`src/design/smscan_pkg.sv`:
```
// Shared types and constants for the substring match scanner.
package smscan_pkg;

  localparam int unsigned MaxPattern = 8;
  localparam longint unsigned MaxText = 64'd65536;
  localparam longint unsigned PosLimit = 64'd65536;
  localparam longint unsigned PosRange = (MaxText < PosLimit) ? MaxText : PosLimit;

  localparam int unsigned ByteW = 8;
  localparam int unsigned LenW = 4;
  localparam int unsigned SlotW = $clog2(MaxPattern);
  localparam int unsigned PatW = ByteW * MaxPattern;
  localparam int unsigned PosW = 17;
  localparam int unsigned IdxW = 16;
  localparam int unsigned CntW = 17;
  localparam int unsigned CfgDataW = 64;

  localparam logic [PosW-1:0] PosRangeV = PosW'(PosRange);
  localparam logic [PosW:0] PosTopV = (PosW + 1)'(PosRange - 64'd1);
  localparam logic [CntW-1:0] CountLimitV = CntW'(65536);
  localparam logic [LenW-1:0] MaxPatternV = LenW'(MaxPattern);

  typedef enum logic [0:0] {
    CfgPattern = 1'b0,
    CfgLength  = 1'b1
  } cfg_reg_e;

  // One accepted text request as seen by the tracker.
  typedef struct packed {
    logic accept;
    logic last;
    logic win_ok;
  } step_t;

  typedef struct packed {
    logic            found;
    logic [IdxW-1:0] first_index;
    logic [IdxW-1:0] last_index;
    logic [CntW-1:0] match_count;
    logic            overflow;
  } res_t;

  // Saturate a match start to the top of the position range.
  function automatic logic [IdxW-1:0] clip_start(input logic [PosW:0] s);
    logic [PosW:0] v;
    v = (s > PosTopV) ? PosTopV : s;
    return v[IdxW-1:0];
  endfunction

endpackage

```
`src/design/smscan_text_if.sv`:
```
// Text byte channel: one request per text byte.
interface smscan_text_if;
  import smscan_pkg::*;
  logic             valid;
  logic             ready;
  logic [ByteW-1:0] text_byte;
  logic             final_byte;

  modport source (output valid, output text_byte, output final_byte, input ready);
  modport sink (input valid, input text_byte, input final_byte, output ready);
endinterface

```
`src/design/smscan_result_if.sv`:
```
// Result channel: one request per finished text.
interface smscan_result_if;
  import smscan_pkg::*;
  logic            valid;
  logic            ready;
  logic            found;
  logic [IdxW-1:0] first_index;
  logic [IdxW-1:0] last_index;
  logic [CntW-1:0] match_count;
  logic            overflow;

  modport source (output valid, output found, output first_index, output last_index,
                  output match_count, output overflow, input ready);
  modport sink (input valid, input found, input first_index, input last_index,
                input match_count, input overflow, output ready);
endinterface

```
`src/design/smscan_cfg_if.sv`:
```
// Configuration write channel: register index and write data.
interface smscan_cfg_if;
  import smscan_pkg::*;
  logic                valid;
  logic                ready;
  cfg_reg_e            index;
  logic [CfgDataW-1:0] data;

  modport source (output valid, output index, output data, input ready);
  modport sink (input valid, input index, input data, output ready);
endinterface

```
`src/design/substring_match_scanner.sv`:
```
// Substring match scanner top level: config registers, window cells, tracker, result register.
//
// Usage: write the pattern bytes (index 0, byte zero in bits 7..0) and the pattern
// length (index 1, 0 = empty pattern, above 8 treated as 8) on cfg_i while no text
// is in flight. Stream the text on text_i, one byte per request, with final_byte
// set on the last byte. Each byte shifts through a row of eight cells that compare
// it against the pattern; the tracker records the first and last match start and
// a count of non-overlapping matches.
// Throughput: one text byte per cycle while text_i is ready; the window compare
// and tracker update both finish in the cycle the byte is accepted.
// The result appears on result_o in the cycle after the final byte is taken.
// The result register holds it until result_o.ready; text_i stays ready while the
// result register is empty or being drained, so a stalled receiver only blocks a
// new text byte when the held result has not been taken yet.
// Reset: clears the pattern registers to zero, the window and all scan state, and
// drops any pending result. cfg_i is always ready.
module substring_match_scanner
  import smscan_pkg::*;
(
  input  logic    clk_i,
  input  logic    rst_ni,
  smscan_cfg_if.sink      cfg_i,
  smscan_text_if.sink     text_i,
  smscan_result_if.source result_o
);

  logic [MaxPattern-1:0][ByteW-1:0] pattern_q;
  logic [LenW-1:0]                  plen_q;
  logic [LenW-1:0]                  len_eff;

  logic                             text_acc;
  logic                             res_valid_q;
  res_t                             res_q, res_next;
  step_t                            step;

  logic [MaxPattern-1:0][ByteW-1:0] cell_in, cell_out, cell_want;
  logic [MaxPattern-1:0]            cell_active, cell_match;
  logic [LenW-1:0]                  sel [MaxPattern];

  assign cfg_i.ready = 1'b1;

  always_ff @(posedge clk_i or negedge rst_ni) begin
    if (!rst_ni) begin
      pattern_q <= '0;
      plen_q    <= '0;
    end else if (cfg_i.valid) begin
      unique case (cfg_i.index)
        CfgPattern: pattern_q <= cfg_i.data;
        CfgLength:  plen_q    <= cfg_i.data[LenW-1:0];
        default:    ;
      endcase
    end
  end

  assign len_eff = (plen_q > MaxPatternV) ? MaxPatternV : plen_q;

  // Cell k compares the byte k places back; it checks pattern byte len-1-k.
  always_comb begin
    for (int k = 0; k < MaxPattern; k++) begin
      sel[k]         = len_eff - LenW'(k) - LenW'(1);
      cell_active[k] = LenW'(k) < len_eff;
      cell_want[k]   = pattern_q[sel[k][SlotW-1:0]];
      cell_in[k]     = (k == 0) ? text_i.text_byte : cell_out[(k == 0) ? 0 : k - 1];
    end
  end

  assign text_acc = text_i.valid && text_i.ready;

  for (genvar k = 0; k < MaxPattern; k++) begin : g_cell
    smscan_cell u_cell (
      .clk_i    (clk_i),
      .rst_ni   (rst_ni),
      .en_i     (text_acc),
      .clr_i    (text_acc && text_i.final_byte),
      .byte_i   (cell_in[k]),
      .want_i   (cell_want[k]),
      .active_i (cell_active[k]),
      .byte_o   (cell_out[k]),
      .match_o  (cell_match[k])
    );
  end

  assign step.accept = text_acc;
  assign step.last   = text_i.final_byte;
  assign step.win_ok = &cell_match;

  smscan_track u_track (
    .clk_i  (clk_i),
    .rst_ni (rst_ni),
    .step_i (step),
    .len_i  (len_eff),
    .res_o  (res_next)
  );

  assign text_i.ready = !res_valid_q || result_o.ready;

  always_ff @(posedge clk_i or negedge rst_ni) begin
    if (!rst_ni) begin
      res_valid_q <= 1'b0;
    end else if (text_acc && text_i.final_byte) begin
      res_valid_q <= 1'b1;
    end else if (result_o.ready) begin
      res_valid_q <= 1'b0;
    end
  end

  always_ff @(posedge clk_i) begin
    if (text_acc && text_i.final_byte) begin
      res_q <= res_next;
    end
  end

  assign result_o.valid       = res_valid_q;
  assign result_o.found       = res_q.found;
  assign result_o.first_index = res_q.first_index;
  assign result_o.last_index  = res_q.last_index;
  assign result_o.match_count = res_q.match_count;
  assign result_o.overflow    = res_q.overflow;

endmodule

```
`src/design/smscan_cell.sv`:
```
// One window cell: holds a text byte, passes it on and compares the incoming byte.
module smscan_cell
  import smscan_pkg::*;
(
  input  logic             clk_i,
  input  logic             rst_ni,
  input  logic             en_i,
  input  logic             clr_i,
  input  logic [ByteW-1:0] byte_i,
  input  logic [ByteW-1:0] want_i,
  input  logic             active_i,
  output logic [ByteW-1:0] byte_o,
  output logic             match_o
);

  logic [ByteW-1:0] byte_q;

  always_ff @(posedge clk_i or negedge rst_ni) begin
    if (!rst_ni) begin
      byte_q <= '0;
    end else if (clr_i) begin
      byte_q <= '0;
    end else if (en_i) begin
      byte_q <= byte_i;
    end
  end

  // Slots past the pattern length always agree.
  assign match_o = !active_i || (byte_i == want_i);
  assign byte_o  = byte_q;

endmodule

```
`src/design/smscan_track.sv`:
```
// Scan tracker: position, first and last match start, match count and overflow.
module smscan_track
  import smscan_pkg::*;
(
  input  logic            clk_i,
  input  logic            rst_ni,
  input  step_t           step_i,
  input  logic [LenW-1:0] len_i,
  output res_t            res_o
);

  logic [PosW-1:0] pos_q, pos_d;
  logic            seen_q, seen_d;
  logic [IdxW-1:0] first_q, first_d;
  logic [IdxW-1:0] last_q, last_d;
  logic [CntW-1:0] tally_q, tally_d;
  logic [LenW-1:0] skip_q, skip_d;
  logic            ovf_q, ovf_d;

  logic [PosW:0]   p1, s_a, s_b;
  logic            empty, hit, rec_a, rec_b, cnt_a, cnt_b;
  logic [CntW-1:0] t_mid;

  always_comb begin
    empty = (len_i == '0);
    p1    = {1'b0, pos_q} + (PosW + 1)'(1);
    hit   = !empty && step_i.win_ok && (p1 >= {{(PosW + 1 - LenW){1'b0}}, len_i});
    s_a   = empty ? {1'b0, pos_q} : p1 - {{(PosW + 1 - LenW){1'b0}}, len_i};
    s_b   = p1;
    rec_a = empty || hit;
    rec_b = empty && step_i.last;
    cnt_a = empty || (hit && (skip_q == '0));
    cnt_b = rec_b;

    pos_d   = pos_q;
    ovf_d   = ovf_q;
    seen_d  = seen_q;
    first_d = first_q;
    last_d  = last_q;
    skip_d  = skip_q;

    if (pos_q >= PosRangeV) begin
      ovf_d = 1'b1;
    end else begin
      pos_d = p1[PosW-1:0];
    end

    if (rec_a) begin
      if (s_a > PosTopV) ovf_d = 1'b1;
      if (!seen_d) first_d = clip_start(s_a);
      seen_d = 1'b1;
      last_d = clip_start(s_a);
    end
    if (rec_b) begin
      if (s_b > PosTopV) ovf_d = 1'b1;
      last_d = clip_start(s_b);
    end

    // Count with saturation, up to two matches in one request.
    t_mid = tally_q;
    if (cnt_a) begin
      if (tally_q >= CountLimitV) ovf_d = 1'b1;
      else t_mid = tally_q + CntW'(1);
    end
    tally_d = t_mid;
    if (cnt_b) begin
      if (t_mid >= CountLimitV) ovf_d = 1'b1;
      else tally_d = t_mid + CntW'(1);
    end

    // Suppress counting for the rest of a counted match.
    if (!empty) begin
      if (hit && (skip_q == '0)) begin
        skip_d = len_i - LenW'(1);
      end else if (skip_q != '0) begin
        skip_d = skip_q - LenW'(1);
      end
    end
  end

  always_ff @(posedge clk_i or negedge rst_ni) begin
    if (!rst_ni) begin
      pos_q   <= '0;
      seen_q  <= 1'b0;
      first_q <= '0;
      last_q  <= '0;
      tally_q <= '0;
      skip_q  <= '0;
      ovf_q   <= 1'b0;
    end else if (step_i.accept) begin
      if (step_i.last) begin
        pos_q   <= '0;
        seen_q  <= 1'b0;
        first_q <= '0;
        last_q  <= '0;
        tally_q <= '0;
        skip_q  <= '0;
        ovf_q   <= 1'b0;
      end else begin
        pos_q   <= pos_d;
        seen_q  <= seen_d;
        first_q <= first_d;
        last_q  <= last_d;
        tally_q <= tally_d;
        skip_q  <= skip_d;
        ovf_q   <= ovf_d;
      end
    end
  end

  always_comb begin
    res_o.found       = seen_d;
    res_o.first_index = first_d;
    res_o.last_index  = last_d;
    res_o.match_count = tally_d;
    res_o.overflow    = ovf_d;
  end

endmodule

```
`src/flat_wrapper.sv`:
```
// flat-port wrapper written by rule: the top's interface ports become plain ports
module substring_match_scanner_flat import smscan_pkg::*;
  (clk_i, rst_ni, cfg_i_valid, cfg_i_index, cfg_i_data, cfg_i_ready, text_i_valid, text_i_text_byte, text_i_final_byte, text_i_ready, result_o_valid, result_o_found, result_o_first_index, result_o_last_index, result_o_match_count, result_o_overflow, result_o_ready);
  smscan_cfg_if cfg_i_i ();
  smscan_text_if text_i_i ();
  smscan_result_if result_o_i ();
  input  logic clk_i;
  input  logic rst_ni;
  input wire logic [$bits(cfg_i_i.valid)-1:0] cfg_i_valid;
  input wire logic [$bits(cfg_i_i.index)-1:0] cfg_i_index;
  input wire logic [$bits(cfg_i_i.data)-1:0] cfg_i_data;
  output wire logic [$bits(cfg_i_i.ready)-1:0] cfg_i_ready;
  input wire logic [$bits(text_i_i.valid)-1:0] text_i_valid;
  input wire logic [$bits(text_i_i.text_byte)-1:0] text_i_text_byte;
  input wire logic [$bits(text_i_i.final_byte)-1:0] text_i_final_byte;
  output wire logic [$bits(text_i_i.ready)-1:0] text_i_ready;
  output wire logic [$bits(result_o_i.valid)-1:0] result_o_valid;
  output wire logic [$bits(result_o_i.found)-1:0] result_o_found;
  output wire logic [$bits(result_o_i.first_index)-1:0] result_o_first_index;
  output wire logic [$bits(result_o_i.last_index)-1:0] result_o_last_index;
  output wire logic [$bits(result_o_i.match_count)-1:0] result_o_match_count;
  output wire logic [$bits(result_o_i.overflow)-1:0] result_o_overflow;
  input wire logic [$bits(result_o_i.ready)-1:0] result_o_ready;
  assign cfg_i_i.valid = cfg_i_valid;
  assign cfg_i_i.index = cfg_i_index;
  assign cfg_i_i.data = cfg_i_data;
  assign cfg_i_ready = cfg_i_i.ready;
  assign text_i_i.valid = text_i_valid;
  assign text_i_i.text_byte = text_i_text_byte;
  assign text_i_i.final_byte = text_i_final_byte;
  assign text_i_ready = text_i_i.ready;
  assign result_o_valid = result_o_i.valid;
  assign result_o_found = result_o_i.found;
  assign result_o_first_index = result_o_i.first_index;
  assign result_o_last_index = result_o_i.last_index;
  assign result_o_match_count = result_o_i.match_count;
  assign result_o_overflow = result_o_i.overflow;
  assign result_o_i.ready = result_o_ready;
  substring_match_scanner u_core (.clk_i(clk_i), .rst_ni(rst_ni), .cfg_i(cfg_i_i), .text_i(text_i_i), .result_o(result_o_i));
endmodule
```
`config.mk`:
```
export PLATFORM = sky130hd
export DESIGN_NAME = substring_match_scanner_flat
export DESIGN_NICKNAME = d
export VERILOG_FILES = /design/src/design/smscan_pkg.sv /design/src/design/smscan_text_if.sv /design/src/design/smscan_result_if.sv /design/src/design/smscan_cfg_if.sv /design/src/design/substring_match_scanner.sv /design/src/design/smscan_cell.sv /design/src/design/smscan_track.sv /design/src/flat_wrapper.sv
export SDC_FILE = /design/constraint.sdc
export NUM_CORES = 1
export LEC_CHECK = 0
export ABC_AREA = 1
export BUFFER_PORTS_ARGS = -buffer_cell sky130_fd_sc_hd__buf_2
export CAP_MARGIN = 25
export CORE_AREA = 2 2 174 176
export DETAILED_ROUTE_END_ITERATION = 8
export DIE_AREA = 0 0 176 178
export PLACE_DENSITY = 0.76
export SYNTH_ARGS = -nofsm -noshare
export SYNTH_HDL_FRONTEND = slang
export SYNTH_SLANG_ARGS = --single-unit
```
`constraint.sdc`:
```
create_clock -name clk_i -period 4.5 [get_ports clk_i]
set_input_delay 0.45 -clock clk_i [delete_from_list [all_inputs] [get_ports clk_i]]
set_output_delay 0.45 -clock clk_i [all_outputs]
set_load 0.01 [all_outputs]
```
==> results of run 1 <==
stage by stage:
| step | TNS [ns] | cells |
|---|---|---|
| detailed placement | 0 | 2727 |
| global route | -0.01326 | 2783 |
| global placement | 0 | 2727 |
| finish | 0 | 2783 |
| CTS | 0 | 2780 |
| floorplan | 0 | 2255 |
placed cells by master, fill, tap and decap left out, drive strengths merged, types with 3 or more instances in the layout:
cell	n
nand3	310
clkbuf	39
nor3	10
buf	184
a31oi	5
o211ai	15
o21ai	117
o21bai	14
nand2	739
xnor2	5
a22o	3
clkinvlp	3
nor2	142
a211oi	3
mux2i	11
a21oi	67
mux2	10
edfxtp	51
ha	16
nand4	18
inv	290
clkinv	11
and2	6
dfrtp	197
o22ai	78
xor2	37
power groups by stage:
stage	Sequential (mW)	Clock [mW]	Combinational (mW)
floorplan	2.76	0	2.08
global placement	2.77	0	2.95
detailed placement	2.78	0	3.00
CTS	2.74	2.35	3.02
global route	2.77	2.44	3.46
finish	2.75	2.33	3.10
area by class of cell:
cell class | instances | area (um^2) | area share [%]
inverter | 292 | 1096 | 6.062
clock buffer | 38 | 809.5 | 4.477
sequential | 248 | 6464 | 35.75
tap | 390 | 488.0 | 2.699
timing repair buffer | 186 | 1200 | 6.636
clock inverter | 14 | 128.9 | 0.7128
multi-input combinational | 1615 | 7895 | 43.66
flip-flops by register name, summed over array words and instances, names as in the netlist, 16 cells and up:
name	flops
u_core.g_cell.u_cell.byte_o	56
u_core.u_track.tally_q	17
u_core.u_track.first_q	16
u_core.u_track.pos_q	17
u_core.result_o.last_index	16
u_core.u_track.last_q	16
u_core.result_o.match_count	17
u_core.pattern_q	64
u_core.result_o.first_index	16
logic make-up (layout without fill, tap and decap cells):
logic type	count (synthesis)	in the layout	synth area share, %
DFF	248	248	40.50
xor gates and xnor gates	42	42	2.541
AOI/OAI and AO/OA	306	306	11.13
muxes	21	21	1.396
adders and majority gates	17	17	1.380
and+or+nand+nor	1228	1228	32.72
other	1	1	0.02351
buffers and inverters	392	530	10.31
how the worst min path moves through the flow:
stage                             start                                 to  slack, ns  depth (start not counted)
3_5_place_dp   u_core.u_track.last_q[9]           u_core.u_track.last_q[9]       0.48                          2
5_1_grt                  cfg_i_data[12]               u_core.pattern_q[12]       0.13                          2
3_3_place_gp   u_core.u_track.last_q[5]           u_core.u_track.last_q[5]       0.46                          2
4_1_cts                  cfg_i_data[11]               u_core.pattern_q[11]       0.12                          2
6_report                 cfg_i_data[34]               u_core.pattern_q[34]       0.13                          2
2_1_floorplan                    rst_ni  u_core.g_cell[0].u_cell.byte_o[0]       0.15                          0
repair_timing:
| action | 4_1_cts | 5_1_grt |
|---|---|---|
| resized for setup | 0 | 12 |
| hold endpoints to repair | 72 | 0 |
| setup buffers | 0 | 3 |
| hold buffers | 1 | 0 |
| setup endpoints to repair | 0 | 31 |
routing by layer:
layer	global-route usage [%]	up-vias	wire length, um
li1	-	7559	-
met1	47.06	7350	22030
met2	47.36	719	21040
met3	7.182	74	5113
met4	7.197	0	994
met5	0	-	0
==> results.toml, run 1 <==
[power_and_ir_drop]
power_density_nw_per_um2 = 451.8
sw_frac_of_total_pct = 38.78
pwr-share-seq_pct = 33.6
p_int_mw = 5.001
p_leak_nw = 9.360
pwr-share-comb_pct = 37.9
finalPower_mw = 8.169
clkPwrFrac_pct = 28.5
ir_worst_vdd_mv = 0.3625
p_sw_mw = 3.168

[die]
die_w_um = 176
num_rows = 63
start_util_pct = 54.26
die_y_um = 178
ios = 133
dieArea_um2 = 31330
core_area_um2 = 29400

[routing]
vias_per_cell = 5.642
vias = 15700
wl_per_cell_um = 17.67
wl_um = 49180
ant_nets = 0
firstDrtPassIters = 6
drc_errors = 0
drtIter0Drc = 1853

[setup_path]
critPathCaptureType = "flop"
cpMaxStageDelayCell = "dfrtp_2"
required_ns = 4.80
worstReg2RegStart = "u_core.plen_q[3]"
crit_family = "simple AND/OR/NAND/NOR gates"
startpoint = "u_core.plen_q[3]"
r2r_slack_ns = 0.29
timing.rr.end = "u_core.result_o.match_count[12]"
cp_num_buf_inv = 5
cp-endpoint = "u_core.result_o.match_count[12]"
worstPathMaxFanout = 27
worstPathArrival_ns = 4.52
start_kind = "flop"
rr_worst_depth = 24
crit_path_max_incr_delay_ns = 0.49
crit_type = "flop to flop"
cp_common_cell = "nand3_1"
path_depth = 24
crit_chain = "inv_2, buf_4, ha_1, a21oi_1, and2_0, inv_1, nor3_2, nand3_1, nor2_1, nor2_1, nand3_1, nor2_2, nand3_4, buf_6, nand3_1, nand2_2, ha_1, nand2_1, nor2_2, nand2_2, nor2_2, nand3_1, nand2_1, inv_1"

[finish]
layout-drive-gt1-share_pct = 13.00
fin_nets = 2467
fillers = 2713
fin_area_um2 = 18080
area_growth_pct = 13.34
num_antenna_cells = 0
final_util_pct = 61.50

[yosys]
synth_flop_cell = "dfrtp_1"
synth_fp_nets = 2351
yosysSeqAreaShare_pct = 40.50
synth_top_area_cell = "dfrtp_1"
syn_area_um2 = 15950
yosysMostFrequentCell = "nand2_1"
yosys_register_bits = 248
netlist_top_cells_area = "dfrtp_1 (31%), nand2_1 (17%), nand3_1 (9.7%)"
synth_common_cells = "nand2_1 (717), nand3_1 (309), inv_1 (284)"
ys.warnings.count = 0
syn_inst = 2255
async_flop_share_pct = 79.44
synth_edf_count = 51
yosysTopAreaCellShare_pct = 30.90
avgSynthCellArea_um2 = 7.074
yosysUniqueCellTypes = 48

[global_routing]
globalRouteOverflowTotal = 0
grt_pass1_vias = 14420
grt_max_degree = 81
grtUsageTotal_pct = 31.72
antenna_found_initial = 0
grt_pass1_wl_um = 78160

[timing]
fin_worst_skew_ns = 0.01546
hold_viol = 0
worst_pin_slew_ns = 0.7930
fin_crit_sh_pct = 93.63
worst_slack_ns = 0.2866
min_period_ns = 4.213
setup_viol = 0
slew_viol_final = 0
max_freq_ghz = 0.2373
fin_hold_ws_ns = 0.1294
relSlewSlack_pct = 47.13

[clocking]
insertion_delay_ns = 0.55
cts_tree = "built"
cts-root-buf = "clkbuf_16"
clk_transition_reported_paths_ns = 0.06
cts_inserted_buffers = 28
clock-sinks = 248
cts_max_level = 1
cts_buffer_depth = 3

[outcome]
status = "completed"

[place]
dpl-instance-area_um2 = 17070
place.gp.congestion = 1.006
numPortBuffers = 131
place_worst_setup_slack_ns = 0.09608
dp_hpwl_um = 36840

[flow_run]
drv_cap = 0

[worst_hold_path]
hp-class = "input port to flop"
Power figures use the tool's default switching activity.
==> inputs of run 2 (changes only) <==
- CELL_PAD_IN_SITES_DETAIL_PLACEMENT: not set -> 1
- CELL_PAD_IN_SITES_GLOBAL_PLACEMENT: not set -> 2
- CORE_AREA: 2 2 174 176 -> 2 2 230 232
- CTS_CLUSTER_DIAMETER: not set -> 120
- DIE_AREA: 0 0 176 178 -> 0 0 232 234
- PLACE_DENSITY: 0.76 -> not set
- PLACE_DENSITY_LB_ADDON: not set -> 0.1
==> run 2 against run 1 <==
Clock skew rose by 0.0037 ns. Via count increased by 0.47%. Sequential power about the same. Critical path type unchanged.
==> results.toml, run 2 (synthesized netlist as in run 1, its figures left out) <==
[routing]
wl_met1_um = 32530
ant_nets = 0
vias_per_cell = 4.978
firstDrtPassIters = 5
top_layer = "met4"
drc_errors = 0
wl_met2_um = 27990
wl_met3_um = 2988
wl_per_cell_um = 20.44
wl_um = 64770
drtIter0Drc = 914
vias = 15780

[setup_path]
critPathCaptureType = "flop"
worstPathMaxFanout = 7
worstReg2RegStart = "u_core.plen_q[0]"
timing.rr.end = "u_core.u_track.tally_q[8]"
cpMaxStageDelayCell = "dfrtp_1"
worstPathArrival_ns = 4.69
r2r_slack_ns = 0.30
crit_type = "flop to flop"
cp_num_buf_inv = 7
crit_family = "simple AND/OR/NAND/NOR gates"
start_kind = "flop"
rr_worst_depth = 34
crit_path_max_incr_delay_ns = 0.38
required_ns = 4.98
cp_common_cell = "nand2_1"

[clocking]
cts-root-buf = "clkbuf_16"
cts_max_level = 1
cts_tree = "built"
cts_inserted_buffers = 31
insertion_delay_ns = 0.61
cts_buffer_depth = 3
clock-sinks = 248
clk_transition_reported_paths_ns = 0.06

[timing]
hold_viol = 0
min_period_ns = 4.203
fin_crit_sh_pct = 93.39
worst_pin_slew_ns = 1.004
setup_viol = 0
fin_worst_skew_ns = 0.01920
slew_viol_final = 0
max_freq_ghz = 0.2379
setup_tns_ns = 0
relSlewSlack_pct = 33.08

[die]
ios = 133
start_util_pct = 30.66
num_rows = 84
die_w_um = 232
dieArea_um2 = 54290
core_area_um2 = 52020
die_y_um = 234

[power_and_ir_drop]
ir_worst_vdd_mv = 0.2422
power_density_nw_per_um2 = 464.4
p_leak_nw = 9.890

[global_routing]
grt_max_degree = 100
grtUsageTotal_pct = 23.74
globalRouteOverflowTotal = 0
antenna_found_initial = 1
grt_pass1_vias = 16220
grt_pass1_wl_um = 98550

[flow_run]
drv_cap = 0

[finish]
largest_reg_flops = 64
layout.cells.most_common_list = "nand2_1 (712), nand3_1 (305), inv_1 (281)"
fin_nets = 2553
final_common_cell = "nand2_1"
num_antenna_cells = 0
layout-drive-gt1-share_pct = 16.53
regMostFlops = "u_core.pattern_q"
fillers = 6549
area_growth_pct = 21.33
fin_cells = 3169

[place]
place_inst = 3106
dp_hpwl_um = 48910
numPortBuffers = 131
place.gp.congestion = 0.8677

[worst_hold_path]
min-delay-start = "cfg_i_data[14]"
hp-class = "input port to flop"
holdPathStages = 2
hold_end = "u_core.pattern_q[14]"

[outcome]
status = "completed"
[run 2: changes by cell type in the layout (fill, tap and decap cells not counted), moves of 4 or more]
cell / previous run / this run
buf_4: 43 / 118
nand3_1: 309 / 305
nor2_4: 4 / 9
buf_12: 9 / 13
nand3_2: 0 / 4
[run 2: cell type report]
type / instances / area [um^2] / share of cell area [%]
clock buffer: 44 / 894.6 / 4.622
clock inverter: 13 / 157.7 / 0.8145
inverter: 292 / 1096 / 5.663
multi-input combinational: 1615 / 7965 / 41.15
sequential: 248 / 6462 / 33.39
tap: 688 / 860.8 / 4.448
timing repair buffer: 269 / 1918 / 9.910
[run 2: what timing repair did]
action,in CTS,in global routing
resized for setup,1,34
endpoints found under the hold margin,74,0
hold buffers,1,0
setup endpoints to repair,1,93
buffers inserted,0,4
pin swaps,0,5
cloned,0,1
[run 2: routing by layer]
layer	up-vias	GRT usage, %
li1	7717	-
met2	264	36.42
met5	-	0
met1	7727	35.05
met3	68	3.745
met4	0	5.028
[run 2: power breakdown]
part / switching (mW) / internal, mW
Clock: 1.10 / 1.55
Sequential: 0.157 / 2.59
Combinational: 2.34 / 1.26
Total: 3.59 / 5.40
[run 2: worst max path at each step]
stage               slack (ns)  depth (start not counted)                         endpoint        startpoint
floorplan                 0.20                         30   u_core.result_o.match_count[6]  u_core.plen_q[0]
CTS                       0.04                         30        u_core.u_track.tally_q[8]  u_core.plen_q[0]
detailed placement        0.02                         28   u_core.result_o.match_count[6]  u_core.plen_q[0]
global route             -0.05                         34        u_core.u_track.tally_q[8]  u_core.plen_q[1]
global placement          0.09                         27  u_core.result_o.match_count[12]  u_core.plen_q[0]
finish                    0.30                         34        u_core.u_track.tally_q[8]  u_core.plen_q[0]
[run 2: through the flow]
step                      instance area [um^2]  utilization (%)  worst slack, ns  hold WS [ns]  power [mW]
after floorplan                          15950                -           0.1990        0.1544       4.840
final                                    19350            37.20           0.2973       0.07715       8.988
after global placement                   18090            34.78          0.08721        0.4636       6.252
after global routing                     19350            37.20         -0.04805       0.05832       9.578
after detailed placement                 18090            34.78          0.02410        0.4725       6.313
after CTS                                19160            36.83          0.04079       0.04213       9.010
